**src/rtl/cts_div.sv**
```systemverilog
// Pipelined restoring divider, one quotient bit per stage, with overflow
// flag and a sideband that travels with each request. No dependencies.
`default_nettype none

module cts_div #(
  parameter int unsigned NW = 32,
  parameter int unsigned DW = 16,
  parameter int unsigned QW = 16,
  parameter int unsigned SW = 1
) (
  input  logic          clk_i,
  input  logic          rst_ni,
  input  logic          in_valid_i,
  input  logic [NW-1:0] num_i,
  input  logic [DW-1:0] den_i,
  input  logic [SW-1:0] side_i,
  output logic          out_valid_o,
  output logic [QW-1:0] quo_o,
  output logic          ovf_o,
  output logic [SW-1:0] side_o
);

  localparam int unsigned HW = NW - QW;
  localparam int unsigned CW = (HW > DW) ? HW : DW;

  logic [QW:0]   vld_q;
  logic [DW-1:0] rem_q  [QW+1];
  logic [QW-1:0] bits_q [QW+1];
  logic [DW-1:0] den_q  [QW];
  logic          ovf_q  [QW+1];
  logic [SW-1:0] side_q [QW+1];

  logic [HW-1:0] hi;
  logic          ovf0;

  assign hi   = num_i[NW-1:QW];
  // quotient does not fit in QW bits
  assign ovf0 = CW'(hi) >= CW'(den_i);

  always_ff @(posedge clk_i or negedge rst_ni) begin
    if (!rst_ni) begin
      vld_q <= '0;
    end else begin
      vld_q <= {vld_q[QW-1:0], in_valid_i};
    end
  end

  always_ff @(posedge clk_i) begin
    rem_q[0]  <= DW'(hi);
    bits_q[0] <= num_i[QW-1:0];
    den_q[0]  <= den_i;
    ovf_q[0]  <= ovf0;
    side_q[0] <= side_i;
  end

  for (genvar s = 1; s <= QW; s++) begin : g_stage
    logic [DW:0] rs;
    logic [DW:0] df;
    logic        ge;

    assign rs = {rem_q[s-1], bits_q[s-1][QW-1]};
    assign df = rs - {1'b0, den_q[s-1]};
    assign ge = rs >= {1'b0, den_q[s-1]};

    always_ff @(posedge clk_i) begin
      rem_q[s]  <= ge ? df[DW-1:0] : rs[DW-1:0];
      bits_q[s] <= {bits_q[s-1][QW-2:0], ge};
      ovf_q[s]  <= ovf_q[s-1];
      side_q[s] <= side_q[s-1];
    end

    if (s < QW) begin : g_den
      always_ff @(posedge clk_i) begin
        den_q[s] <= den_q[s-1];
      end
    end
  end

  assign out_valid_o = vld_q[QW];
  assign quo_o       = bits_q[QW];
  assign ovf_o       = ovf_q[QW];
  assign side_o      = side_q[QW];

endmodule

`default_nettype wire

```
**config.mk**
```make
export PLATFORM = sky130hd
export DESIGN_NAME = cts_div
export DESIGN_NICKNAME = d
export VERILOG_FILES = /design/src/rtl/cts_div.sv
export SDC_FILE = /design/constraint.sdc
export NUM_CORES = 1
export LEC_CHECK = 0
export CAP_MARGIN = 20
export CORE_UTILIZATION = 55
export DETAILED_ROUTE_END_ITERATION = 6
export DONT_BUFFER_PORTS = 1
export PLACE_DENSITY = 0.74
export SYNTH_ARGS = -nofsm -noshare
export SYNTH_HDL_FRONTEND = slang
export SYNTH_SLANG_ARGS = --single-unit
```
**constraint.sdc**
```tcl
create_clock -name clk_i -period 4.7 [get_ports clk_i]
set_clock_uncertainty 0.05 [all_clocks]
set_input_delay 0.94 -clock clk_i [delete_from_list [all_inputs] [get_ports clk_i]]
set_output_delay 0.94 -clock clk_i [all_outputs]
set_load 0.01 [all_outputs]
```
==> results.yml <==
routing:
  ant_nets: 0
  vias: 22300
  drt_iter0_markers: 1170
  firstDrtPassIters: 5
  routedWlPerCell_um: 16.7
  wl_um: 67400
  drcViolationCount: 0
  viasPerCell: 5.51
clock_network:
  cts_root_buf: "clkbuf_16"
  cts_buffer_depth: 3
  numCtsBuffers: 84
  clkLatencyLatePin_ps: 630
  clkSinkCount: 835
  h-tree-depth: 3
  post_cts_resized: 0
  post-cts-setup-buffers: 0
  cts_hold_buf: 1
  clk_pin_slew_ps: 60
  cts_tree: "done"
pwr:
  p_sw_share_pct: 35.2
  p_leak_nw: 16.6
  ir_drop_mv: 0.420
  clkPwrFrac_pct: 24.1
  pwr-share-comb_pct: 40.2
  internal_power_mw: 18.3
  pwr-share-seq_pct: 35.7
  switchingPower_mw: 9.93
  powerDensity_nw_per_um2: 773
  total_power_mw: 28.2
synthesis:
  yosysTopAreaCell: "dfxtp_1"
  synth_cells: 3155
  yosysUniqueCellTypes: 90
  syn-num-nets: 3494
  async_reset_ff_share_pct: 2.04
  yosysSeqAreaShare_pct: 51.3
  yosys_warnings: 0
  avgSynthCellArea_um2: 10.4
  synthFlopType: "dfxtp_1"
  synth_area_leaders: "dfxtp_1, ha_1, inv_1"
  synthesis.area_um2: 32800
  netlist.area_leader.share_pct: 50.0
  synth-edff-count: 0
  ys_ff_latch: 835
die:
  dieArea_um2: 60600
  rows: 89
  fp.dieH_um: 246
  floorplan.core_area_um2: 58900
  die_x_um: 246
  ios: 71
  initial_utilization_pct: 55.6
cells_and_area:
  stdcell_area_um2: 36500
  fillers: 4827
  nNetsFinal: 3541
  finish.utilization_pct: 61.9
  layoutNonFillerInstCount: 4042
  area_growth_pct: 11.2
  num_antenna_cells: 0
  drive_above_1_share_pct: 8.96
timing:
  finalHoldWorstSlack_ps: 265
  setup_viol: 0
  slew_violations: 0
  tightest_slew_ps: 1010
  fin_crit_ps: 3170
  fin_tns_setup_ps: 0
  fin_crit_sh_pct: 67.5
  max_freq_mhz: 315
  hold_viol: 0
  relSlewSlack_pct: 32.4
  timing.final.ws_setup_ps: 1530
  rsz0062_at_grt: "false"
placement:
  dpl.cell_count: 3887
  dp_slack_ps: 1530
  gp_congestion: 0.932
  placed_cell_area_um2: 33600
  numPortBuffers: 0
  dp_hpwl_um: 51300
worst_setup_path:
  crit_end: "rem_q[0][212]"
  arrival_ps: 3620
  cpMostUsedCell: "a21oi_1"
  path_buf_inv: 1
  end_kind: "flop"
  cpPeakStageDelay_ps: 690
  required_ps: 5150
  r2r_start: "den_q[1][68]"
  cp-start-kind: "flop"
  critical_path.cell_chain: "inv_1 -> ha_1 -> a21oi_1 -> o21ai_0 -> or3_1 -> o221ai_1 -> a21oi_1 -> o21ai_2 -> mux2_2"
  r2r_slack_ps: 1530
  critPathMaxFanout: 16
  reg2reg_to: "rem_q[0][212]"
  critPathLaunch: "den_q[1][68]"
  cp_num_cells: 9
  crit_family: "compound AO/OA/AOI/OAI gates"
  reg2reg_depth: 9
  crit_slowest_cell: "o21ai_2"
  path_class: "flop to flop"
global_route:
  globalRouteOverflowTotal: 0
  antenna_found_initial: 0
  grt_pass1_vias: 22300
  gr-usage-all-layers_pct: 22.4
  grt_max_degree: 32
  grt_pass1_wl_um: 109000
flow_run:
  drv_cap: 0
outcome:
  status: "finished clean"
min_path:
  min_path_type: "flop to flop"
## cells by family after synthesis
logic type | after synthesis | synth area share, %
flip-flops | 835 | 51.3
AO/OA/AOI/OAI | 724 | 14.8
AND/OR/NAND/NOR | 627 | 9.22
buffers and inverters | 393 | 4.67
adder cells (fa/ha/maj) | 287 | 11.3
XOR/XNOR | 151 | 4.04
multiplexers | 138 | 4.73
## final cells by class
type                    instances  area, µm²  area share, %
clock inverters                36        509           1.40
inverters                     350       1310           3.60
clock buffers                 117       2370           6.49
flip-flops and latches        835      16800           46.1
repair buffers                  4       38.8          0.106
multi-input cells            1927      14500           39.7
well taps                     773        967           2.65
## power groups by stage
| stage | logic, mW | clock network, mW | registers (mW) |
|---|---|---|---|
| 6_report | 11.3 | 6.79 | 10.1 |
| 4_1_cts | 11.2 | 6.96 | 10.1 |
| 3_5_place_dp | 11.1 | 0 | 10.2 |
| 2_1_floorplan | 9.14 | 0 | 9.70 |
| 5_1_grt | 12.6 | 7.29 | 10.2 |
| 3_3_place_gp | 10.8 | 0 | 10.2 |
## sequential cells by signal, indices dropped and copies added, names as in the netlist
name,count
ovf_q,17
vld_q,17
side_q,17
bits_q,272
den_q,256
rem_q,256
## cells in the final DEF (no fill, tap or decap), types with 11 or more instances in the layout
cell | netlist | routed
a211o_1 | 12 | 12
ha_1 | 272 | 272
a31oi_1 | 24 | 24
o21ai_0 | 158 | 158
dfxtp_1 | 818 | 818
clkbuf_8 | 0 | 15
and2_1 | 11 | 11
nand2_1 | 158 | 158
a21o_1 | 72 | 72
clkbuf_16 | 0 | 84
o31ai_1 | 32 | 32
a21boi_0 | 15 | 15
or2_2 | 11 | 11
or3_1 | 19 | 19
mux2i_1 | 24 | 24
mux2_2 | 107 | 107
inv_1 | 346 | 346
nand4_1 | 36 | 36
xnor2_1 | 95 | 95
dfrtp_1 | 17 | 17
nand2b_1 | 28 | 28
o21a_1 | 58 | 58
clkbuf_1 | 22 | 19
nor2b_1 | 50 | 50
nand3_1 | 41 | 41
o21bai_1 | 12 | 12
nor3_1 | 43 | 43
xor2_1 | 56 | 56
o211ai_1 | 14 | 14
nor2_1 | 179 | 179
nor4_1 | 16 | 16
a211oi_1 | 27 | 27
fa_1 | 15 | 15
and3_1 | 15 | 15
o31a_1 | 23 | 23
a21oi_1 | 177 | 177
## worst min-delay path by stage
| stage | slack (ps) | startpoint | to | cells past startpoint |
|---|---|---|---|---|
| final | 260 | bits_q[14][4] | bits_q[15][5] | 0 |
| after global placement | 260 | ovf_q[1][1] | ovf_q[1][2] | 0 |
| after detailed placement | 260 | bits_q[10][11] | bits_q[11][12] | 0 |
| after CTS | 240 | num_i[20] | rem_q[0][4] | 0 |
| after global routing | 250 | num_i[24] | rem_q[0][8] | 0 |
| after floorplan | 260 | bits_q[9][9] | bits_q[10][10] | 0 |
## worst reg2reg max path: cells and delay by family, from the launching register on
| family | cells | cell delay [ps] |
|---|---|---|
| mux | 1 | 430 |
| buf+inv | 1 | 50 |
| flops | 1 | 340 |
| simple gates | 1 | 310 |
| fa+ha+maj | 1 | 330 |
| compound gates | 5 | 1540 |
## synthesized netlist by cell type (all sizes together), types with 15 or more instances
cell type  number
dfxtp         818
inv           350
ha            272
a21oi         184
nor2          180
o21ai         162
nand2         158
mux2          114
xnor2          95
a21o           72
o21a           58
xor2           56
nor2b          51
nor3           43
nand3          41
nand4          36
o31ai          35
a211oi         28
nand2b         28
a31oi          24
clkbuf         24
mux2i          24
o31a           23
buf            19
or3            19
dfrtp          17
nor4           16
a21boi         15
and3           15
fa             15
o211ai         15
## routing by layer
| metal | track usage, % | vias to the layer above | part of all wire, % |
|---|---|---|---|
| met2 | 41.2 | 524 | 51 |
| met3 | 3.47 | 180 | 3.7 |
| met5 | 0 | - | 0 |
| met1 | 25.1 | 10500 | 41 |
| met4 | 9.99 | 0 | 3.9 |
| li1 | - | 11000 | - |
No activity file was read; power rests on OpenSTA's default activity.
